`src/rtl/erq_pkg.sv`:
```
// Shared types, codes and helpers for the event registration queue.
package erq_pkg;

   localparam int SLOTS_DEF         = 16;
   localparam int BACKLOG_DEPTH_DEF = 4;

   localparam logic [2:0] REQ_ADD     = 3'd0;
   localparam logic [2:0] REQ_TRIGGER = 3'd1;
   localparam logic [2:0] REQ_DELETE  = 3'd2;
   localparam logic [2:0] REQ_POLL    = 3'd3;
   localparam logic [2:0] REQ_CLOSE   = 3'd4;

   localparam logic [2:0] ST_OK       = 3'd0;
   localparam logic [2:0] ST_CLOSED   = 3'd1;
   localparam logic [2:0] ST_NOTFOUND = 3'd2;
   localparam logic [2:0] ST_FULL     = 3'd3;
   localparam logic [2:0] ST_NONE     = 3'd4;
   localparam logic [2:0] ST_OVERFLOW = 3'd5;

   localparam logic [1:0] KIND_LEVEL   = 2'd0;
   localparam logic [1:0] KIND_EDGE    = 2'd1;
   localparam logic [1:0] KIND_ONESHOT = 2'd2;
   localparam logic [1:0] KIND_QUEUED  = 2'd3;

   localparam logic [5:0] FL_ADD     = 6'h01;
   localparam logic [5:0] FL_ONESHOT = 6'h10;
   localparam logic [5:0] FL_CLEAR   = 6'h20;

   localparam logic [6:0] POLL_MAX = 7'd64;

   typedef struct packed {
      logic        valid;
      logic [31:0] ident;
      logic        filter;
      logic [1:0]  kind;
      logic        ready;
      logic [63:0] data;
      logic [63:0] udata;
      logic [63:0] deadline;
   } entry_type;

   typedef struct packed {
      logic clear;
      logic shift;
      logic load;
      logic update;
      logic trigger;
      logic expire;
      logic pop;
   } cell_cmd_type;

   typedef struct packed {
      logic [2:0]  status;
      logic [31:0] ident;
      logic        filter;
      logic [5:0]  flags;
      logic [63:0] data;
      logic [63:0] udata;
      logic        last;
   } rsp_type;

   typedef struct packed {
      logic [2:0]  kind;
      logic [31:0] ident;
      logic        filter;
      logic [1:0]  entry_kind;
      logic [63:0] word;
      logic [63:0] delay;
      logic [6:0]  num;
      logic [63:0] now;
   } request_type;

   function automatic logic [5:0] kind_flags(input logic [1:0] k);
      case (k)
         KIND_LEVEL:   kind_flags = FL_ADD;
         KIND_ONESHOT: kind_flags = FL_ADD | FL_ONESHOT;
         default:      kind_flags = FL_ADD | FL_CLEAR;
      endcase
   endfunction

endpackage

```
`src/rtl/erq_cell.sv`:
```
// One registration cell: entry, backlog and shift link to the next cell.
module erq_cell import erq_pkg::*; #(
   parameter int BACKLOG_DEPTH = BACKLOG_DEPTH_DEF
) (
   input  logic                                 clock,
   input  logic                                 reset,
   input  cell_cmd_type                         cmd,
   input  entry_type                            new_entry,
   input  logic [63:0]                          word,
   input  logic [63:0]                          deadline,
   input  logic [63:0]                          now,
   input  entry_type                            nb_entry,
   input  logic [BACKLOG_DEPTH-1:0][63:0]       nb_backlog,
   input  logic [$clog2(BACKLOG_DEPTH+1)-1:0]   nb_count,
   output entry_type                            entry,
   output logic [BACKLOG_DEPTH-1:0][63:0]       backlog,
   output logic [$clog2(BACKLOG_DEPTH+1)-1:0]   count
);

   localparam int CNTW = $clog2(BACKLOG_DEPTH + 1);

   entry_type                      entry_ff, entry_in;
   logic [BACKLOG_DEPTH-1:0][63:0] backlog_ff, backlog_in;
   logic [CNTW-1:0]                count_ff, count_in;

   always_comb begin
      entry_in   = entry_ff;
      backlog_in = backlog_ff;
      count_in   = count_ff;
      if (cmd.clear) begin
         entry_in.valid = 1'b0;
         entry_in.ready = 1'b0;
         count_in       = '0;
      end else if (cmd.shift) begin
         entry_in   = nb_entry;
         backlog_in = nb_backlog;
         count_in   = nb_count;
      end else if (cmd.load) begin
         entry_in = new_entry;
         count_in = '0;
      end else if (cmd.update) begin
         entry_in.deadline = deadline;
         entry_in.udata    = word;
      end else if (cmd.trigger) begin
         case (entry_ff.kind)
            KIND_LEVEL, KIND_EDGE: begin
               entry_in.ready = 1'b1;
               entry_in.data  = word;
               entry_in.udata = word;
            end
            KIND_ONESHOT: entry_in.ready = 1'b1;
            default: begin
               if (!entry_ff.ready) begin
                  entry_in.ready = 1'b1;
                  entry_in.data  = word;
               end else if (count_ff < CNTW'(BACKLOG_DEPTH)) begin
                  for (int j = 0; j < BACKLOG_DEPTH; j++) begin
                     if (count_ff == CNTW'(j)) backlog_in[j] = word;
                  end
                  count_in = count_ff + 1'b1;
               end
            end
         endcase
      end else if (cmd.expire) begin
         if (entry_ff.valid && !entry_ff.ready && entry_ff.deadline != '0 &&
             entry_ff.deadline <= now) begin
            entry_in.ready = 1'b1;
         end
      end else if (cmd.pop) begin
         if (entry_ff.kind != KIND_LEVEL) begin
            entry_in.ready = 1'b0;
            entry_in.data  = '0;
         end
         if (count_ff != '0) begin
            entry_in.data  = backlog_ff[0];
            entry_in.ready = 1'b1;
            for (int j = 0; j < BACKLOG_DEPTH - 1; j++) backlog_in[j] = backlog_ff[j+1];
            count_in = count_ff - 1'b1;
         end
      end
   end

   always_ff @(posedge clock) begin
      if (reset) begin
         entry_ff   <= '0;
         backlog_ff <= '0;
         count_ff   <= '0;
      end else begin
         entry_ff   <= entry_in;
         backlog_ff <= backlog_in;
         count_ff   <= count_in;
      end
   end

   assign entry   = entry_ff;
   assign backlog = backlog_ff;
   assign count   = count_ff;

endmodule

```
`config.mk`:
```
export PLATFORM = sky130hd
export DESIGN_NAME = erq_cell
export DESIGN_NICKNAME = d
export VERILOG_FILES = /design/src/rtl/erq_pkg.sv /design/src/rtl/erq_cell.sv
export SDC_FILE = /design/constraint.sdc
export NUM_CORES = 1
export LEC_CHECK = 0
export BUFFER_PORTS_ARGS = -buffer_cell sky130_fd_sc_hd__buf_2
export CORE_AREA = 2 2 546 548
export CTS_CLUSTER_SIZE = 24
export DETAILED_ROUTE_END_ITERATION = 12
export DIE_AREA = 0 0 548 550
export PLACE_DENSITY = 0.3
export RECOVER_POWER = 100
export SYNTH_ARGS = -nofsm -noshare
export SYNTH_HDL_FRONTEND = slang
export SYNTH_SLANG_ARGS = --single-unit
```
`constraint.sdc`:
```
create_clock -name clock -period 2.8 [get_ports clock]
set_clock_uncertainty 0.1 [all_clocks]
set_input_delay 0.14 -clock clock [delete_from_list [all_inputs] [get_ports clock]]
set_output_delay 0.14 -clock clock [all_outputs]
set_load 0.02 [all_outputs]
```
=== Word-level counts from Yosys, hierarchy flattened ===
Cells that the tools add are included.

* Bits in registers: 488
* Word-level logic and storage cells: 120
* Output and inout port bits: 488

* Reduce and logical (&&, ||, !) cells: 37
* Add/sub/neg operators: 2
* Bitwise logic cells: 1
* $lt $le $gt $ge: 2
* Eq/ne operators: 23
* Muxes and demuxes: 42

{| class="wikitable"
|+ Operators with widths
! operator !! count
|-
| $mux W256 || 6
|-
| $mux W192 || 4
|-
| $mux W64 || 11
|-
| $mux W65 || 5
|-
| $mux W229 || 1
|-
| $mux W193 || 1
|-
| $pmux W64 S2 || 1
|-
| $le A64 B64 Y1 || 1
|-
| $reduce_bool A64 Y1 || 1
|-
| $mux W36 || 1
|-
| $mux W3 || 10
|-
| $reduce_and A10 Y1 || 3
|-
| $ne A3 B1 Y1 const B || 7
|-
| $reduce_bool A4 Y1 || 4
|-
| $reduce_and A7 Y1 || 2
|-
| $ne A4 B1 Y1 const B || 3
|-
| $reduce_bool A2 Y1 || 6
|-
| $reduce_bool A3 Y1 || 4
|-
| $reduce_bool A5 Y1 || 2
|-
| $reduce_and A8 Y1 || 1
|-
| $eq A3 B2 Y1 const B || 2
|-
| $ne A2 B1 Y1 const B || 3
|-
| $reduce_bool A6 Y1 || 1
|-
| $ne A5 B1 Y1 const B || 1
|-
| other kinds (21) || 26
|}

=== Longest topological paths before layout ===
Gate-level depths: netlist (run 1).

* Word-level depth: 10
* Depth in mapped cells: 12
* Gate-level depth less buffers: 10

=== Worst setup path after synthesis (run 1) ===
No wires, ideal clock.

* Kind: flip-flop to flip-flop
* From: register count_ff[0], in the netlist count[0]
* To: register backlog_ff, in the netlist backlog[151]
* Cell stages (with the launch flop): 11
* Library setup time: 0.135 ns
* Arrival: 2.182 ns
* Required time: 2.565 ns
* Clock period less this slack: 2.417 ns
* Path slack: 0.383 ns
* Path buffers: 2
* Path through: dfxtp_1 -> inv_1 -> ha_1 -> nor2b_1 -> o41ai_2 -> a21oi_1 -> or3_1 -> buf_6 -> buf_4 -> a21oi_1 -> nor2_2

* Cells in the longest elaborated chain, start to end: 3

{| class="wikitable"
|+ Ends and longest elaborated chain
! item !! line !! source
|-
| from (decl) || erq_cell.sv:24 || <nowiki>logic [CNTW-1:0] count_ff, count_in;</nowiki>
|-
| from (signal assigned) || erq_cell.sv:91 || <nowiki>count_ff <= count_in;</nowiki>
|-
| $lt A3 B3 Y1 (tied with other cells) || erq_cell.sv:56 || <nowiki>end else if (count_ff < CNTW'(BACKLOG_DEPTH)) begin</nowiki>
|-
| $ne A3 B1 Y1 (no source line) or $reduce_bool A3 Y1 (tied branches) || -- ||
|-
| $reduce_and A10 Y1 (no source line) (*) || -- ||
|-
| to (signal assigned) || erq_cell.sv:90 || <nowiki>backlog_ff <= backlog_in;</nowiki>
|-
| to (decl) || erq_cell.sv:23 || <nowiki>logic [BACKLOG_DEPTH-1:0][63:0] backlog_ff, backlog_in;</nowiki>
|}

Mark *: on every way between the ends. The rest lies on a longest branch, timed or not.
A chain may end at the register's enable or synchronous reset.

=== Final worst setup path (run 1) ===
* From: input port cmd[4] in the netlist's numbering
* To: register entry_ff, in the netlist entry[119]

* Cells in the longest elaborated chain, start to end: 2

{| class="wikitable"
|+ Ends and longest elaborated chain
! item !! line !! source
|-
| from (decl) || erq_cell.sv:7 || <nowiki>input cell_cmd_type cmd,</nowiki>
|-
| $reduce_bool A4 Y1 (no source line) or $mux W193 (tied branches) || -- ||
|-
| $reduce_and A3 Y1 (no source line) or $mux W229 (tied branches) || -- ||
|-
| to (signal assigned) || erq_cell.sv:89 || <nowiki>entry_ff <= entry_in;</nowiki>
|-
| to (decl) || erq_cell.sv:22 || <nowiki>entry_type entry_ff, entry_in;</nowiki>
|}

Several ways; a longest one is shown, not always the timed one.

==> results of run 1 <==
final cells by class:
type | count | area, µm²
Fill cell | 34115 | 243000
Timing Repair Buffer | 2601 | 18500
Multi-Input combinational cell | 2918 | 16400
Sequential cell | 488 | 9770
Tap cell | 3939 | 4930
Clock buffer | 111 | 2280
Inverter | 70 | 263
Clock inverter | 23 | 223
Antenna cell | 80 | 200
synthesized netlist by cell type (5+ instances only):
master,n,area [µm²]
a211oi_1,166,1250
a21oi_1,835,4180
a21oi_2,19,166
a221oi_1,60,526
a22oi_1,7,52.6
buf_1,22,82.6
buf_2,89,445
buf_4,5,37.5
buf_6,12,135
clkbuf_1,190,713
dfxtp_1,488,9770
ha_1,70,876
inv_1,70,263
mux2i_1,250,2500
nand2_1,270,1010
nand2b_1,174,1090
nand3_1,9,45.0
nand4_1,17,106
nor2_1,809,3040
nor2_2,91,569
nor2_4,10,113
nor4_1,19,119
o21ai_0,73,365
kinds of logic (layout without fill, tap and decap cells):
family                     Yosys count  after routing
AOI/OAI and AO/OA                 1183           1183
xor gates and xnor gates             2              2
adders and majority gates           70             70
buffers and inverters              392           2805
DFF                                488            488
muxes                              250            250
other                                0             80
and+or+nand+nor                   1412           1413
per-stage QoR:
step	total power, mW	util, %
floorplan	10.5	-
finish	24.9	17.8
global placement	13.6	13.7
global route	26.1	17.8
detailed placement	13.6	13.7
CTS	25.5	17.9
path summary, 6_finish.rpt:
check | startpoint | endpoint | slack, ns | cells past startpoint
worst max-delay path | cmd[4] | entry[119]$_SDFFE_PP0P_ | 0.06 | 12
worst min-delay path | word[25] | backlog[153]$_SDFFE_PP0P_ | 0.06 | 7
worst max register to register | count[0]$_SDFFE_PP0P_ | entry[143]$_SDFFE_PP0P_ | 0.10 | 9
worst min register to register | entry[124]$_SDFFE_PP0P_ | entry[124]$_SDFFE_PP0P_ | 0.39 | 2
flip-flops by register name, indices dropped and copies added, names as in the netlist:
signal	count
backlog	256
count	3
entry	229
timing repair:
| item | 4_1_cts | 5_1_grt |
|---|---|---|
| hold endpoints to repair | 488 | 2 |
| setup buffers | 1 | 6 |
| cloned | 0 | 3 |
| setup endpoints to repair | 1 | 51 |
| gates resized for setup | 2 | 11 |
| pin swaps | 3 | 5 |
| hold buffers | 971 | 2 |
worst max-delay path, delay by kind of cell:
| family | cells | cell delay, ns |
|---|---|---|
| buf+inv | 6 | 2.33 |
| simple gates | 4 | 0.42 |
| compound gates | 2 | 0.25 |
metal layers:
layer	routed length [µm]	global-route usage (%)
met4	13000	6.81
met2	119000	27.2
met3	19100	4.37
met5	355	0
met1	111000	20.4
where the power goes:
group          internal, mW  switching, mW
Combinational          2.95           3.98
Clock                  5.92           4.22
Sequential             7.37          0.430
Total                  16.2           8.63
==> impl_metrics.json, run 1 <==
{
  "fin_nets": 7145,
  "synth_top_family_by_area": "compound AO/OA/AOI/OAI gates",
  "avgSynthCellArea_um2": 7.33,
  "synth-seq-cells": 488,
  "power_density_nw_per_um2": 473,
  "cp_data_arrival_time_ns": 3.28,
  "synth-compound-area-share_pct": 24.2,
  "worstPathRequired_ns": 3.34,
  "critPathCaptureType": "flip-flop",
  "critPathMaxStageDelay_ns": 0.69,
  "place_ws_ns": -0.629,
  "synth_xor_xnor_area_share_pct": 0.0630,
  "layout-drive-gt1-share_pct": 23.3,
  "outcome": "completed",
  "synth.net_count": 4785,
  "drv_cap": 0,
  "worst_pin_slew_ns": 1.20,
  "firstDrtPassIters": 5,
  "core_um2": 296000,
  "dp_hpwl_um": 215000,
  "clock_sinks": 488,
  "post_layout_nonfiller_instances": 10230,
  "fin_worst_hold_slack_ns": 0.0579,
  "cp_max_fo": 28,
  "globalplace.congestion": 0.913,
  "clk_latency_ns": 0.79,
  "synth_mux_area_share_pct": 9.00,
  "die_area_um2": 301000,
  "fmax_ghz": 0.365,
  "drt_iter0_drc": 2519,
  "grt_max_degree": 98,
  "cp-start-kind": "input port",
  "slew_viol_final": 0,
  "final_cell_mix": "970 x dlygate4sd3_1, 960 x buf_2, 833 x a21oi_1, 806 x nor2_1, 488 x dfxtp_1",
  "overflow": 0,
  "p_leak_nw": 21.5,
  "syn_inst": 3797,
  "start_util_pct": 9.41,
  "boundaryPins": 1406,
  "placed_area_um2": 40500,
  "synth_simple_gate_area_share_pct": 22.2,
  "design_area_um2": 52600,
  "die_w_um": 548,
  "core.rowCount": 200,
  "antenna_found_initial": 186,
  "cp_slowest_cell": "dlygate4sd3_1",
  "synth_ff_type": "dfxtp_1",
  "cp_cell_sequence": "buf_8 -> dlygate4sd3_1 -> nor2_2 -> clkbuf_1 -> a21oi_4 -> nor2_4 -> buf_12 -> buf_4 -> nor2_1 -> a21oi_1 -> nor2_1 -> dlygate4sd3_1",
  "drtAntennaViolNets": 0,
  "cts_tree": "yes",
  "slew_headroom_pct": 19.6,
  "final-setup-viol-count": 0,
  "hp-class": "input port to flip-flop",
  "tns_ns": 0,
  "dp.cells": 9036,
  "die_y_um": 550,
  "route.detailed.drc": 0,
  "synthDistinctLibCells": 47,
  "num_vias": 38604,
  "synth_edf_count": 0,
  "cts_buffers": 78,
  "yosysWarnings": 0,
  "routedWlPerCell_um": 25.7,
  "async_reset_ff_share_pct": 0,
  "grt_pass1_vias": 38196,
  "clk_pin_slew_ns": 0.06,
  "wl_um": 263000,
  "grt_pass1_wl_um": 343000,
  "timing.final.crit_share_pct": 97.9,
  "final_common_cell": "dlygate4sd3_1",
  "grt_usage_pct": 16.6,
  "vdd_drop_max_v": 0.000368,
  "rsz0062_at_grt": "yes",
  "cts_root_buf": "clkbuf_16",
  "clock_tree.buffer_depth": 4,
  "finalHoldViolCount": 0,
  "synthAdderAreaFrac_pct": 3.15,
  "syn_area_um2": 27800,
  "period_needed_ns": 2.74,
  "worstSetupPathType": "input port to flip-flop",
  "area_growth_pct": 89.0,
  "via_per_inst": 3.77,
  "port_buffers": 1405,
  "setup_ws_ns": 0.0590,
  "h-tree-depth": 3,
  "seq_area_frac_synth_pct": 35.1
}
No activity file was read; power rests on OpenSTA's default activity.
==> run 2, diff against run 1 <==
--- a/config.mk
+++ b/config.mk
@@ -5,7 +5,7 @@
 export SDC_FILE = /design/constraint.sdc
 export NUM_CORES = 1
 export LEC_CHECK = 0
-export BUFFER_PORTS_ARGS = -buffer_cell sky130_fd_sc_hd__buf_2
+export BUFFER_PORTS_ARGS = -buffer_cell sky130_fd_sc_hd__buf_4
 export CORE_AREA = 2 2 546 548
 export CTS_CLUSTER_SIZE = 24
 export DETAILED_ROUTE_END_ITERATION = 12
==> constraint.sdc (replaced) <==
create_clock -name clock -period 2.6 [get_ports clock]
set_clock_uncertainty 0.1 [all_clocks]
set_input_delay 0.13 -clock clock [delete_from_list [all_inputs] [get_ports clock]]
set_output_delay 0.13 -clock clock [all_outputs]
set_load 0.02 [all_outputs]
==> run 2 against run 1 <==
  * The run now ends with max-capacitance violations, max-slew violations left
  * Sequential power is 7.7% higher
  * Combinational power is 15% higher
  * Via count is 0.55% lower
  * First-iteration DRC count is 3.3% lower
  * Core utilization is 1.0 points higher
  * Flip-flop and latch count stayed put
  * Non-clock buffer count is 51 higher
  * Design area is 5.7% higher
==> impl_metrics.json, run 2 (synthesis gave the netlist of run 1 again) <==
{
  "dp_hpwl_um": 218000,
  "fin_nets": 7199,
  "nFillCells": 34094,
  "clk_pin_slew_ns": 0.06,
  "totalPowerFinal_mw": 28.0,
  "final-setup-viol-count": 0,
  "grt_pass1_wl_um": 347000,
  "core.rowCount": 200,
  "regArea_um2": 9800,
  "globalplace.congestion": 0.904,
  "failed_checks": "max-capacitance violations, max-slew violations",
  "finalHoldViolCount": 0,
  "final_common_cell": "buf_4",
  "reg2reg_to": "entry[149]$_SDFFE_PP0P_",
  "power_density_nw_per_um2": 504,
  "multi_input_area_um2": 16500,
  "cts_root_buf": "clkbuf_16",
  "port_buffers": 1405,
  "grtUsageMet2_pct": 28.6,
  "worst_pin_slew_ns": 1.66,
  "slew_headroom_pct": -10.9,
  "route.detailed.drc": 0,
  "wl_um": 265000,
  "outcome": "complete, but fails checks",
  "core_um2": 296000,
  "vdd_drop_max_v": 0.000381,
  "cts_buffers": 82,
  "grt_util_met1_pct": 20.5,
  "busiest_layer": "met2",
  "routedWlPerCell_um": 25.8,
  "clock_tree.buffer_depth": 4,
  "clk_latency_ns": 0.77,
  "post-route-util_pct": 18.8,
  "via_per_inst": 3.73,
  "cp_max_fo": 20,
  "die_y_um": 550,
  "fmax_ghz": 0.394,
  "largest_register_ffs": 256,
  "clock_sinks": 488,
  "period_needed_ns": 2.54,
  "grt_usage_pct": 16.8,
  "hold_end": "backlog[22]$_SDFFE_PP0P_",
  "grt_max_degree": 83,
  "regToRegSetupSlack_ns": 0.06,
  "cts_tree": "yes",
  "area_growth_pct": 99.7,
  "p_leak_nw": 22.3,
  "drt_iter0_drc": 2436,
  "boundaryPins": 1406,
  "cp-start-kind": "flip-flop",
  "hp-class": "input port to flip-flop",
  "hold_path.startpoint": "word[22]",
  "worstSetupPathType": "flip-flop to flip-flop",
  "critPathCaptureType": "flip-flop",
  "h-tree-depth": 3,
  "grtUsageMet3_pct": 4.40,
  "slew_viol_final": 51,
  "die_w_um": 548,
  "timing.rr.start": "count[1]$_SDFFE_PP0P_",
  "die_area_um2": 301000,
  "num_vias": 38390,
  "layout-drive-gt1-share_pct": 24.1,
  "final_cell_mix": "1127 x buf_4, 969 x dlygate4sd3_1, 826 x a21oi_1, 803 x nor2_1, 491 x clkbuf_1",
  "cp_data_arrival_time_ns": 3.07,
  "drv_cap": 1,
  "rsz0062_at_grt": "yes",
  "holdPathStages": 7,
  "timing.final.crit_share_pct": 97.5,
  "firstDrtPassIters": 5,
  "start_util_pct": 9.41,
  "overflow": 0,
  "drtAntennaViolNets": 0,
  "grt_pass1_vias": 38569,
  "reg2regPathDepth": 10,
  "worstPathRequired_ns": 3.14,
  "antenna_found_initial": 151
}
run 2: critical path, stage by stage (launching register included):
cell and delay, ns:
dfxtp_1 0.31, inv_2 0.08, ha_1 0.17, nor2b_2 0.20
buf_4 0.18, nor4_4 0.05, buf_4 0.18, buf_12 0.16
a221oi_1 0.47, clkbuf_1 0.28, a211oi_1 0.11
run 2: how the worst max path moves through the flow:
stage	from	to	slack, ns	depth (start not counted)
after floorplan	count[0]$_SDFFE_PP0P_	backlog[151]$_SDFFE_PP0P_	0.18	10
final	count[1]$_SDFFE_PP0P_	entry[149]$_SDFFE_PP0P_	0.06	10
after detailed placement	entry[38]$_SDFFE_PP0P_	entry[192]$_SDFFE_PP0P_	-1.25	8
after global routing	entry[23]$_SDFFE_PP0P_	entry[192]$_SDFFE_PP0P_	-0.04	10
after global placement	entry[38]$_SDFFE_PP0P_	entry[192]$_SDFFE_PP0P_	-1.24	8
after CTS	entry[36]$_SDFFE_PP0P_	entry[192]$_SDFFE_PP0P_	-0.02	9
run 2: what timing repair did:
action,in CTS,in global routing
hold buffers,969,0
endpoints found under the hold margin,488,0
setup endpoints to repair,1,194
cloned,0,2
setup buffers,4,6
resized for setup,33,27
pin swaps,13,13
run 2: area by class of cell:
class	count	area share [%]
Clock buffer	122	4.42
Clock inverter	22	0.455
Antenna cell	69	0.311
Multi-Input combinational cell	2917	29.8
Tap cell	3939	8.87
Timing Repair Buffer	2652	38.1
Inverter	70	0.473
Sequential cell	488	17.6
run 2: power by group:
| part | switching [mW] | leakage, nW | internal (mW) | total [mW] |
|---|---|---|---|---|
| logic | 4.34 | 17.0 | 3.64 | 7.98 |
| clock network | 4.71 | 1.32 | 6.90 | 11.6 |
| registers | 0.457 | 4.01 | 7.95 | 8.40 |
run 2: routing by layer:
metal | vias to the layer above | part of all wire, % | wire length [µm]
met5 | - | 0.12 | 325
met4 | 50 | 3.9 | 10300
met3 | 377 | 6.9 | 18300
met2 | 1549 | 47 | 124000
met1 | 18330 | 43 | 113000
li1 | 18084 | - | -
run 2: stage by stage:
stage | cell area (µm²) | cells | setup slack [ns] | setup TNS (ns) | hold slack [ns]
global placement | 44600 | 9085 | -1.24 | -1.24 | 0.312
floorplan | 27800 | 3797 | 0.183 | 0 | 0.222
global route | 55500 | 10248 | -0.0415 | -0.0471 | 0.0512
CTS | 57200 | 10202 | -0.0157 | -0.0157 | 0.00265
detailed placement | 44600 | 9085 | -1.25 | -1.25 | 0.334
finish | 55600 | 10279 | 0.0638 | 0 | 0.0630
